[src/hdl/sha_pkg.sv]
// shared types, round constants and round functions for the sha-256 digest block
`timescale 1ns / 1ps
`default_nettype none
package sha_pkg;

    typedef struct packed {
        logic [31:0] message_word;
        logic [2:0]  bytes_valid;
        logic        last_word;
    } t_msg_in;

    typedef struct packed {
        logic [31:0] digest_word;
        logic [2:0]  word_index;
        logic        last_digest_word;
    } t_digest_out;

    // request after the front end has clamped the byte count
    typedef struct packed {
        logic [31:0] word;
        logic [2:0]  count;
        logic        last;
    } t_req;

    localparam int QUEUE_DEPTH = 4;
    localparam logic [2:0] MAX_BYTES = 3'd4;
    localparam logic [7:0] PAD_BYTE = 8'h80;
    localparam logic [5:0] LEN_POS = 6'd56;

    localparam logic [31:0] K_TABLE [64] = '{
        32'h428a2f98, 32'h71374491, 32'hb5c0fbcf, 32'he9b5dba5,
        32'h3956c25b, 32'h59f111f1, 32'h923f82a4, 32'hab1c5ed5,
        32'hd807aa98, 32'h12835b01, 32'h243185be, 32'h550c7dc3,
        32'h72be5d74, 32'h80deb1fe, 32'h9bdc06a7, 32'hc19bf174,
        32'he49b69c1, 32'hefbe4786, 32'h0fc19dc6, 32'h240ca1cc,
        32'h2de92c6f, 32'h4a7484aa, 32'h5cb0a9dc, 32'h76f988da,
        32'h983e5152, 32'ha831c66d, 32'hb00327c8, 32'hbf597fc7,
        32'hc6e00bf3, 32'hd5a79147, 32'h06ca6351, 32'h14292967,
        32'h27b70a85, 32'h2e1b2138, 32'h4d2c6dfc, 32'h53380d13,
        32'h650a7354, 32'h766a0abb, 32'h81c2c92e, 32'h92722c85,
        32'ha2bfe8a1, 32'ha81a664b, 32'hc24b8b70, 32'hc76c51a3,
        32'hd192e819, 32'hd6990624, 32'hf40e3585, 32'h106aa070,
        32'h19a4c116, 32'h1e376c08, 32'h2748774c, 32'h34b0bcb5,
        32'h391c0cb3, 32'h4ed8aa4a, 32'h5b9cca4f, 32'h682e6ff3,
        32'h748f82ee, 32'h78a5636f, 32'h84c87814, 32'h8cc70208,
        32'h90befffa, 32'ha4506ceb, 32'hbef9a3f7, 32'hc67178f2
    };

    localparam logic [31:0] IV_TABLE [8] = '{
        32'h6a09e667, 32'hbb67ae85, 32'h3c6ef372, 32'ha54ff53a,
        32'h510e527f, 32'h9b05688c, 32'h1f83d9ab, 32'h5be0cd19
    };

    function automatic logic [31:0] big_sigma0(input logic [31:0] x);
        big_sigma0 = {x[1:0], x[31:2]} ^ {x[12:0], x[31:13]} ^ {x[21:0], x[31:22]};
    endfunction

    function automatic logic [31:0] big_sigma1(input logic [31:0] x);
        big_sigma1 = {x[5:0], x[31:6]} ^ {x[10:0], x[31:11]} ^ {x[24:0], x[31:25]};
    endfunction

    function automatic logic [31:0] small_sigma0(input logic [31:0] x);
        small_sigma0 = {x[6:0], x[31:7]} ^ {x[17:0], x[31:18]} ^ {3'b000, x[31:3]};
    endfunction

    function automatic logic [31:0] small_sigma1(input logic [31:0] x);
        small_sigma1 = {x[16:0], x[31:17]} ^ {x[18:0], x[31:19]} ^ {10'b0, x[31:10]};
    endfunction

endpackage
`default_nettype wire

[src/hdl/sha_front.sv]
// front end: takes message words, clamps the byte count and queues requests
`timescale 1ns / 1ps
`default_nettype none
module sha_front
    import sha_pkg::*;
(
    input  wire logic    i_clk,
    input  wire logic    i_rst_n,
    input  wire logic    i_push,
    input  wire t_msg_in i_msg,
    output logic         o_full,
    output logic         o_valid,
    output t_req         o_req,
    input  wire logic    i_take
);
    localparam int PW = $clog2(QUEUE_DEPTH);
    localparam int CW = $clog2(QUEUE_DEPTH + 1);

    t_req            r_mem [QUEUE_DEPTH];
    logic [PW-1:0]   r_wp, r_rp;
    logic [CW-1:0]   r_cnt;
    logic            push_ok, take_ok;
    t_req            req_in;

    assign o_full  = (r_cnt == CW'(QUEUE_DEPTH));
    assign o_valid = (r_cnt != '0);
    assign o_req   = r_mem[r_rp];
    assign push_ok = i_push && !o_full;
    assign take_ok = i_take && o_valid;

    always_comb begin
        req_in.word  = i_msg.message_word;
        req_in.count = (i_msg.bytes_valid > MAX_BYTES) ? MAX_BYTES : i_msg.bytes_valid;
        req_in.last  = i_msg.last_word;
    end

    always_ff @(posedge i_clk) begin
        if (push_ok) begin
            r_mem[r_wp] <= req_in;
        end
        if (!i_rst_n) begin
            r_wp  <= '0;
            r_rp  <= '0;
            r_cnt <= '0;
        end else begin
            if (push_ok) r_wp <= r_wp + 1'b1;
            if (take_ok) r_rp <= r_rp + 1'b1;
            r_cnt <= r_cnt + CW'(push_ok) - CW'(take_ok);
        end
    end
endmodule
`default_nettype wire

[src/hdl/sha_core.sv]
// back end: byte packing, padding, compression rounds and digest readout
`timescale 1ns / 1ps
`default_nettype none
module sha_core
    import sha_pkg::*;
(
    input  wire logic  i_clk,
    input  wire logic  i_rst_n,
    input  wire logic  i_valid,
    input  wire t_req  i_req,
    output logic       o_take,
    output logic       o_empty,
    output t_digest_out o_result,
    input  wire logic  i_pop
);
    localparam logic [2:0] S_IDLE  = 3'd0;
    localparam logic [2:0] S_BYTE  = 3'd1;
    localparam logic [2:0] S_PAD80 = 3'd2;
    localparam logic [2:0] S_PADZ  = 3'd3;
    localparam logic [2:0] S_LEN   = 3'd4;
    localparam logic [2:0] S_COMP  = 3'd5;
    localparam logic [2:0] S_ADD   = 3'd6;
    localparam logic [2:0] S_OUT   = 3'd7;

    logic [2:0]  r_state, n_state, r_ret, n_ret, nxt;
    logic [31:0] r_hash [8], n_hash [8];
    logic [31:0] r_v [8], n_v [8];
    logic [31:0] r_win [16], n_win [16];
    logic [63:0] r_bitlen, n_bitlen, r_lensh, n_lensh;
    logic [5:0]  r_pos, n_pos, r_round, n_round;
    logic [31:0] r_word, n_word;
    logic [2:0]  r_cnt, n_cnt, r_lcnt, n_lcnt, r_oidx, n_oidx;
    logic        r_last, n_last;
    logic        do_put;
    logic [7:0]  put_b;
    logic [31:0] t1, t2, w_new, ch, maj;

    assign o_empty = (r_state != S_OUT);
    assign o_result.digest_word = r_hash[r_oidx];
    assign o_result.word_index  = r_oidx;
    assign o_result.last_digest_word = (r_oidx == 3'd7);
    assign o_take = (r_state == S_IDLE) && i_valid;

    always_comb begin
        ch  = (r_v[4] & r_v[5]) ^ (~r_v[4] & r_v[6]);
        maj = (r_v[0] & r_v[1]) ^ (r_v[0] & r_v[2]) ^ (r_v[1] & r_v[2]);
        t1  = r_v[7] + big_sigma1(r_v[4]) + ch + K_TABLE[r_round] + r_win[0];
        t2  = big_sigma0(r_v[0]) + maj;
        w_new = r_win[0] + small_sigma0(r_win[1]) + r_win[9] + small_sigma1(r_win[14]);
    end

    always_comb begin
        n_state = r_state; n_ret = r_ret; n_hash = r_hash; n_v = r_v; n_win = r_win;
        n_bitlen = r_bitlen; n_lensh = r_lensh; n_pos = r_pos; n_round = r_round;
        n_word = r_word; n_cnt = r_cnt; n_lcnt = r_lcnt; n_oidx = r_oidx; n_last = r_last;
        do_put = 1'b0; put_b = '0; nxt = r_state;
        unique case (r_state)
            S_IDLE: begin
                if (i_valid) begin
                    n_word = i_req.word; n_cnt = i_req.count; n_last = i_req.last;
                    n_state = S_BYTE;
                end
            end
            S_BYTE: begin
                if (r_cnt != '0) begin
                    do_put = 1'b1; put_b = r_word[31:24]; nxt = S_BYTE;
                    n_word = {r_word[23:0], 8'h00};
                    n_cnt = r_cnt - 1'b1;
                    n_bitlen = r_bitlen + 64'd8;
                end else if (r_last) begin
                    n_lensh = r_bitlen;
                    n_state = S_PAD80;
                end else begin
                    n_state = S_IDLE;
                end
            end
            S_PAD80: begin
                do_put = 1'b1; put_b = PAD_BYTE; nxt = S_PADZ;
            end
            S_PADZ: begin
                if (r_pos == LEN_POS) begin
                    n_state = S_LEN; n_lcnt = '0;
                end else begin
                    do_put = 1'b1; put_b = 8'h00; nxt = S_PADZ;
                end
            end
            S_LEN: begin
                do_put = 1'b1; put_b = r_lensh[63:56];
                n_lensh = {r_lensh[55:0], 8'h00};
                n_lcnt = r_lcnt + 1'b1;
                nxt = (r_lcnt == 3'd7) ? S_OUT : S_LEN;
            end
            S_COMP: begin
                n_v[7] = r_v[6]; n_v[6] = r_v[5]; n_v[5] = r_v[4];
                n_v[4] = r_v[3] + t1;
                n_v[3] = r_v[2]; n_v[2] = r_v[1]; n_v[1] = r_v[0];
                n_v[0] = t1 + t2;
                for (int i = 0; i < 15; i++) n_win[i] = r_win[i+1];
                n_win[15] = w_new;
                n_round = r_round + 1'b1;
                if (r_round == 6'd63) n_state = S_ADD;
            end
            S_ADD: begin
                for (int i = 0; i < 8; i++) n_hash[i] = r_hash[i] + r_v[i];
                n_oidx = '0;
                n_state = r_ret;
            end
            S_OUT: begin
                if (i_pop) begin
                    n_oidx = r_oidx + 1'b1;
                    if (r_oidx == 3'd7) begin
                        n_hash = IV_TABLE; n_bitlen = '0; n_pos = '0;
                        n_state = S_IDLE;
                    end
                end
            end
            default: n_state = S_IDLE;
        endcase

        if (do_put) begin
            n_win[r_pos[5:2]][{~r_pos[1:0], 3'b000} +: 8] = put_b;
            n_pos = r_pos + 1'b1;
            if (r_pos == 6'd63) begin
                n_ret = nxt; n_state = S_COMP; n_v = r_hash; n_round = '0;
            end else begin
                n_state = nxt;
            end
        end
    end

    always_ff @(posedge i_clk) begin
        r_v <= n_v; r_win <= n_win; r_lensh <= n_lensh; r_word <= n_word;
        r_cnt <= n_cnt; r_lcnt <= n_lcnt; r_last <= n_last; r_round <= n_round;
        r_ret <= n_ret;
        if (!i_rst_n) begin
            r_state  <= S_IDLE;
            r_hash   <= IV_TABLE;
            r_bitlen <= '0;
            r_pos    <= '0;
            r_oidx   <= '0;
        end else begin
            r_state  <= n_state;
            r_hash   <= n_hash;
            r_bitlen <= n_bitlen;
            r_pos    <= n_pos;
            r_oidx   <= n_oidx;
        end
    end
endmodule
`default_nettype wire

[src/hdl/sha256_message_digest_top.sv]
// top level of the streaming sha-256 digest block
// processing: the core picks up a request in idle, packs each valid byte, then closes
//   the word before it takes another; each full 64-byte block also runs a compression
//   (64 rounds, one round a cycle, plus hash add)
// finish: a last word needs padding bytes (one a cycle), a final compression,
//   then the eight digest words are offered one per pop
// reset: synchronous active low; hash returns to the initial values, length
//   and byte position clear, request queue empties
`timescale 1ns / 1ps
`default_nettype none
module sha256_message_digest_top
    import sha_pkg::*;
(
    input  wire logic    i_clk,
    input  wire logic    i_rst_n,
    input  wire logic    i_push,
    input  wire t_msg_in i_msg,
    output logic         o_full,
    output logic         o_empty,
    output t_digest_out  o_result,
    input  wire logic    i_pop
);
    // requests cross from the front queue to the core
    logic q_valid, q_take;
    t_req q_req;

    // front: accept and clamp byte counts, buffer a few requests
    sha_front u_front (
        .i_clk   (i_clk),
        .i_rst_n (i_rst_n),
        .i_push  (i_push),
        .i_msg   (i_msg),
        .o_full  (o_full),
        .o_valid (q_valid),
        .o_req   (q_req),
        .i_take  (q_take)
    );

    // back: byte packing, padding, rounds, digest readout
    sha_core u_core (
        .i_clk    (i_clk),
        .i_rst_n  (i_rst_n),
        .i_valid  (q_valid),
        .i_req    (q_req),
        .o_take   (q_take),
        .o_empty  (o_empty),
        .o_result (o_result),
        .i_pop    (i_pop)
    );
endmodule
`default_nettype wire
[config.mk]
export PLATFORM = sky130hd
export DESIGN_NAME = sha256_message_digest_top
export DESIGN_NICKNAME = d
export VERILOG_FILES = /design/src/hdl/sha_pkg.sv /design/src/hdl/sha_front.sv /design/src/hdl/sha_core.sv /design/src/hdl/sha256_message_digest_top.sv
export SDC_FILE = /design/constraint.sdc
export NUM_CORES = 2
export LEC_CHECK = 0
export ABC_CLOCK_PERIOD_IN_PS = 9400
export BUFFER_PORTS_ARGS = -buffer_cell sky130_fd_sc_hd__buf_2
export CORE_MARGIN = 2
export CORE_UTILIZATION = 55
export CTS_BUF_LIST = sky130_fd_sc_hd__clkbuf_8
export DETAILED_ROUTE_END_ITERATION = 10
export GPL_TIMING_DRIVEN = 0
export PLACE_DENSITY = 0.74
export SETUP_SLACK_MARGIN = 0.5
export SYNTH_ARGS = -nofsm -noshare
export SYNTH_HDL_FRONTEND = slang
export SYNTH_SLANG_ARGS = --single-unit
export TNS_END_PERCENT = 30
[constraint.sdc]
create_clock -name i_clk -period 9.4 [get_ports i_clk]
set_input_delay 0 -clock i_clk [delete_from_list [all_inputs] [get_ports i_clk]]
set_output_delay 0 -clock i_clk [all_outputs]
set_load 0.005 [all_outputs]
# After elaboration in Yosys (flattened, before gate mapping)
# Memory sizes are Yosys's and may differ from the RTL's. A register that Yosys moved wholly into a read port is not among the register bits.
# Cells that the tools add are included.
[totals]
ram_bits = 144
output_inout_bits = 38
word_cells = 224
ff_bits = 1219
n_memories = 2
mem_bits_ro = 2048
[classes]
n_eq_ne = 27
reduce_logical = 28
mux = 64
shift = 2
n_addsub = 29
bitwise = 21
n_lt_le_gt_ge = 5
[memory_table]
columns = ["memory", "depth", "width", "read_ports", "rd_clocked_by_memory_dff", "wr", "line_no", "source"]
rows = [
  ["(name not given)", 64, 32, 1, 0, 0, "sha_core.sv:47", "t1 = r_v[7] + big_sigma1(r_v[4]) + ch + K_TABLE[r_round] + r_win[0];"],
  ["u_front.r_mem", 4, 36, 1, 1, 1, "sha_front.sv:19", "t_req r_mem [QUEUE_DEPTH];"],
]
[ops]
columns = ["cell", "n"]
rows = [
  ["256-bit 2-to-1 mux", 5],
  ["512-bit 2-to-1 mux", 2],
  ["32-bit adder", 18],
  ["512-bit bitwise mux", 1],
  ["256-bit one-hot mux with 2 select lines", 1],
  ["64-bit 2-to-1 mux", 5],
  ["32-bit bitwise XOR", 9],
  ["64-bit one-hot mux with 2 select lines", 2],
  ["32-bit 2-to-1 mux", 7],
  ["32-bit AND", 5],
  ["32-bit demux with 4-bit select", 1],
  ["32-bit binary-select mux with 3-bit select", 1],
  ["64-bit by 4-bit adder with 64-bit output, second input constant", 1],
  ["32-bit one-hot mux with 2 select lines", 1],
  ["3-bit 2-to-1 mux", 15],
  ["6-bit 2-to-1 mux", 7],
  ["32-bit NOT", 1],
  ["8-bit by 7-bit variable shift with 32-bit output, first input constant", 1],
  ["8-bit by 7-bit indexed part select with 32-bit output", 1],
  ["32-bit by 22-bit bitwise XOR with 32-bit output", 1],
  ["32-bit by 29-bit bitwise XOR with 32-bit output", 1],
  ["8-bit one-hot mux with 3 select lines", 1],
  ["3-bit == test, second input constant", 7],
  ["6-bit == test, second input constant", 3],
  ["other kinds (41)", 79],
]

# Logic depth before layout (Yosys ltp)
[depth]
depth_word = 10
ltp_mapped = 43
mapped_depth_nobuf = 42

# Modules after synthesis
# A second synthesis with hierarchy kept.
[unflattened]
hier_cells = 10010
area_unflattened_um2 = 82545.4
[modules_own_cells]
columns = ["mod", "n_inst", "area_each_um2", "cells_each"]
rows = [
  ["sha_core", 1, 76802.4, 9771],
  ["sha_front", 1, 5743.0, 239],
]

# Worst setup path after synthesis
# Ideal clock, no wire load.
[synth_path]
path_kind = "reg-to-reg"
start = "register u_core.r_round[0]"
end = "register u_core.r_v[255] (netlist name)"
path_stages_with_launch = 40
synth_period_minus_slack_ps = 8526
t_arrival_ps = 8399
n_path_buf = 1
path_slack_ps = 874
setup_ps = 127
path_cell_list = "dfxtp_1 -> clkinv_1 -> ha_1 -> clkbuf_1 -> nor2b_1 -> a21o_1 -> mux4_2 -> o21ai_0 -> fa_1 -> fa_1 -> inv_1 -> fa_1 -> inv_1 -> ha_1 -> a21o_1 -> a21oi_1 -> nor2b_1 -> o21a_1 -> [... 4 more ...] -> o21ai_1 -> a21oi_1 -> nor2_1 -> xnor2_1 -> fa_1 -> ha_1 -> nand2_1 -> a31oi_1 -> o21ai_0 -> a21oi_1 -> o211ai_1 -> nand2_1 -> a211o_1 -> a21o_1 -> a21o_1 -> a21oi_1 -> xnor2_1 -> o21ai_1"
[synth_lines]
columns = ["element", "line_no", "source"]
rows = [
  ["start: declaration", "sha_core.sv:30", "logic [5:0] r_pos, n_pos, r_round, n_round;"],
  ["start signal: assignment", "sha_core.sv:133", "r_cnt <= n_cnt; r_lcnt <= n_lcnt; r_last <= n_last; r_round <= n_round;"],
  ["end signal: assignment", "sha_core.sv:132", "r_v <= n_v; r_win <= n_win; r_lensh <= n_lensh; r_word <= n_word;"],
  ["end: declaration", "sha_core.sv:27", "logic [31:0] r_v [8], n_v [8];"],
]

==> results summary <==
The number of cells in the design after placement is 11840. The post-detailed-route via-to-cell ratio is 6.462. Measured in cells, the most critical reg-to-reg path has a length of 35. Together, buffers and inverters on the worst path number 4. The worst setup path is launched from a flip-flop. The total wire length after detailed routing is 350.9 mm. In this run the deepest clock path goes through 3 buffers. The largest net degree at the start of global routing is 62. Fill cells in the final layout number 13070. The cell area that synthesis handed to floorplanning was 81570 sq um. The CTS tree is yes. Data on the critical path is required at its endpoint by 10.26 ns. The root buffer selected by CTS is clkbuf_8.

The wire length of the first global-routing pass is 500.1 mm. The via count of the routed design is 79980. The kind of cell with the highest combined delay on the critical path is compound AO/OA/AOI/OAI gates. The total track usage is 0.4493. The flow ran to the end, but the final reports show violations. Setup violations remaining at the end of the flow were counted as 0. Leaving out fill and tap cells, the most frequent cells in the layout are nand2_1, nor2_1, dfxtp_1, a31oi_1, clkbuf_1. In the synthesized netlist the dominant register cell turns out to be dfxtp_1. The height of the die came out at 389.1 um. The final reports fail on max-capacitance violations, max-slew violations. The tightest min-delay check is of the in2reg type. The initial utilization of the core area, before any placement, comes to 0.5531.

Hold is met by 0.2756 ns. In this run the number of H-tree levels came out at 4. The most frequent standard cell in the layout excluding fill and tap cells is nand2_1. Yosys mapped the design onto 89 distinct sky130hd cell types. The post-synthesis net count is 10470. The clock drives 1359 sinks. The critical path's slowest cell is fa_1. The fraction of registers with async set/reset is 0. The clock insertion delay at the later pin of the skew report came out at 1.03 ns. The count of input and output buffers came out at 77. The post-route fraction of the period consumed by the critical path is 0.9408. At the end of the flow, the number of nets in the layout was 10890.

The DRC violation total after the first TritonRoute iteration is 10390. At the end of routability-driven placement, the weighted congestion stood at 1.063. After detailed routing, the number of remaining DRC violations is 0.

The critical path capture point type is a flip-flop. The layout overhead on the synthesized area came out at 12.15%. The register bit total from synthesis came out at 1359. Based on the critical path, the design can be clocked at up to 113.1 MHz. Counting every instance in the synthesized netlist gives 9827. The arrival time of the worst setup path came out at 9.71 ns. The mean cell area of the mapped netlist is 8.301 sq um.

The number of placement rows is 141. The via count of the first global-routing pass is 75630. The total clock buffers created by CTS came out at 227. The sequential share of the synthesized area came out at 0.3638. The pin slew with the least headroom to its limit is 1.613 ns. The number of placed I/O pins came out at 78. After global routing the overflow that remains totals 0. Setup repair after global routing left no endpoint under its margin. The largest clock skew in the final design is 0.09267 ns. On the worst path, the slowest cell contributes a delay of 0.54 ns. The routed length per instance came out at 28.35 um. The post-detailed-route count of antenna-violating nets is 0. In this run the horizontal extent of the chip is 389.1 um. The final count of hold timing violations came to 0.

The final cell count without fillers is 12380. The placed wire-length estimate after detailed placement came out at 264.2 mm. The first-pass iteration count of the detailed router came out at 9.

The initial antenna violation count came out at 8. The floorplan step defined a core boundary enclosing 147500 sq um. The layout cell share with drive strength beyond 1 is 0.08278. The worst hold path was traced through 6 stages. The die covers 151400 sq um.

The logic depth of the worst setup path including buffers is 35. Max-cap violations in this run came to 7. The number of slew-limit violations in the final report was 53.

Yosys printed 0 warnings. The post-CTS clock slew at the launch and capture registers of the worst setup and hold paths came out at 0.07 ns. The number of synthesized flops with an enable pin came out at 247. The worst-case headroom to the max-slew limit is -0.07545. The time the worst path needs with I/O delays and setup came out at 8.843 ns.

The critical path is of the reg2reg type. In this run the worst path has a maximum fanout of 10.
[synth_stat cells (183+ instances only)]
cell type	count	area [sq um]
ha_1	410	5130
a21o_1	188	1411
a31oi_1	741	4636
fa_1	196	3924
dfxtp_1	1112	22260
o21ai_0	309	1546
xor2_1	183	1603
clkbuf_1	604	2267
nor2_1	1198	4497
xnor2_1	426	3731
inv_1	259	972.2
a21oi_1	494	2472
edfxtp_1	247	7417
nand2_1	1946	7305
[layout make-up]
type	instances	area [sq um]	share of cell area
inverters	262	1007	0.01101
repair buffers	192	1550	0.01695
multi-input cells	7547	49180	0.5376
plain buffers	659	2694	0.02945
well taps	1930	2415	0.02640
clock inverters	137	1055	0.01153
clock buffers	281	3867	0.04227
flip-flops and latches	1359	29690	0.3245
diodes	9	22.52	0.0002462
[state kept, by name, indices dropped and copies added, names as in the netlist, 2 cells and up, named ones only]
| signal | cells |
|---|---|
| u_core.r_oidx | 3 |
| u_core.r_bitlen | 61 |
| u_front.r_cnt | 3 |
| u_core.r_cnt | 3 |
| u_core.r_win | 512 |
| u_front.r_rp | 2 |
| u_core.r_state | 3 |
| u_front.r_wp | 2 |
| u_core.r_lcnt | 3 |
| u_core.r_ret | 3 |
| u_core.r_lensh | 61 |
| u_core.r_v | 256 |
| u_core.r_pos | 6 |
| u_core.r_word | 32 |
| u_core.r_hash | 256 |
| u_front.r_mem | 144 |
| u_core.r_round | 6 |
[timing repair]
action,CTS,global route
pin swaps,31,41
buffers inserted,27,9
gates resized for setup,181,99
endpoints found under the setup margin,51,22
hold buffers,75,0
endpoints found under the hold margin,172,0
[routing by layer]
metal,up-vias,track usage,wire (um)
met1,38030,0.5550,129000
met3,1451,0.1054,39810
li1,35140,-,-
met2,5347,0.6837,149500
met4,8,0.3372,32550
met5,-,0,55
[worst min-delay path, cell delays in order]
cell and delay [ns]:
dlygate4sd3_1 0.53, buf_2 0.11, nor2b_1 0.11, clkbuf_1 0.24
mux2i_1 0.18, nor2_1 0.07
[cells by family after synthesis]
kind of cell	share of synthesized area
xor gates and xnor gates	0.06539
adders and majority gates	0.1142
buffers and inverters	0.04259
DFF	0.3638
and+or+nand+nor	0.1883
AOI/OAI and AO/OA	0.1798
muxes	0.04591
[worst paths after layout]
check                                        from                 to  slack [ns]
worst max register to register  u_core.r_round[1]    u_core.r_v[248]        0.56
worst min register to register   u_core.r_win[69]  u_core.r_win[101]        0.45
worst max-delay path            u_core.r_round[1]    u_core.r_v[248]        0.56
worst min-delay path                       i_push    u_front.r_wp[1]        0.28
[per-stage QoR]
step / utilization / instance area, sq um / setup slack [ns] / setup TNS, ns
global placement: 0.5721 / 84370 / -2.960 / -81.39
CTS: 0.6175 / 91070 / 0.4770 / 0
floorplan: - / 81570 / 0.8741 / 0
global route: 0.6202 / 91470 / 0.4419 / 0
detailed placement: 0.5729 / 84490 / -2.860 / -76.76
finish: 0.6203 / 91490 / 0.5568 / 0
Power is left out: the tool's default activity adds up to more than one toggle a clock period on the data nets, which glitch-free logic cannot reach.
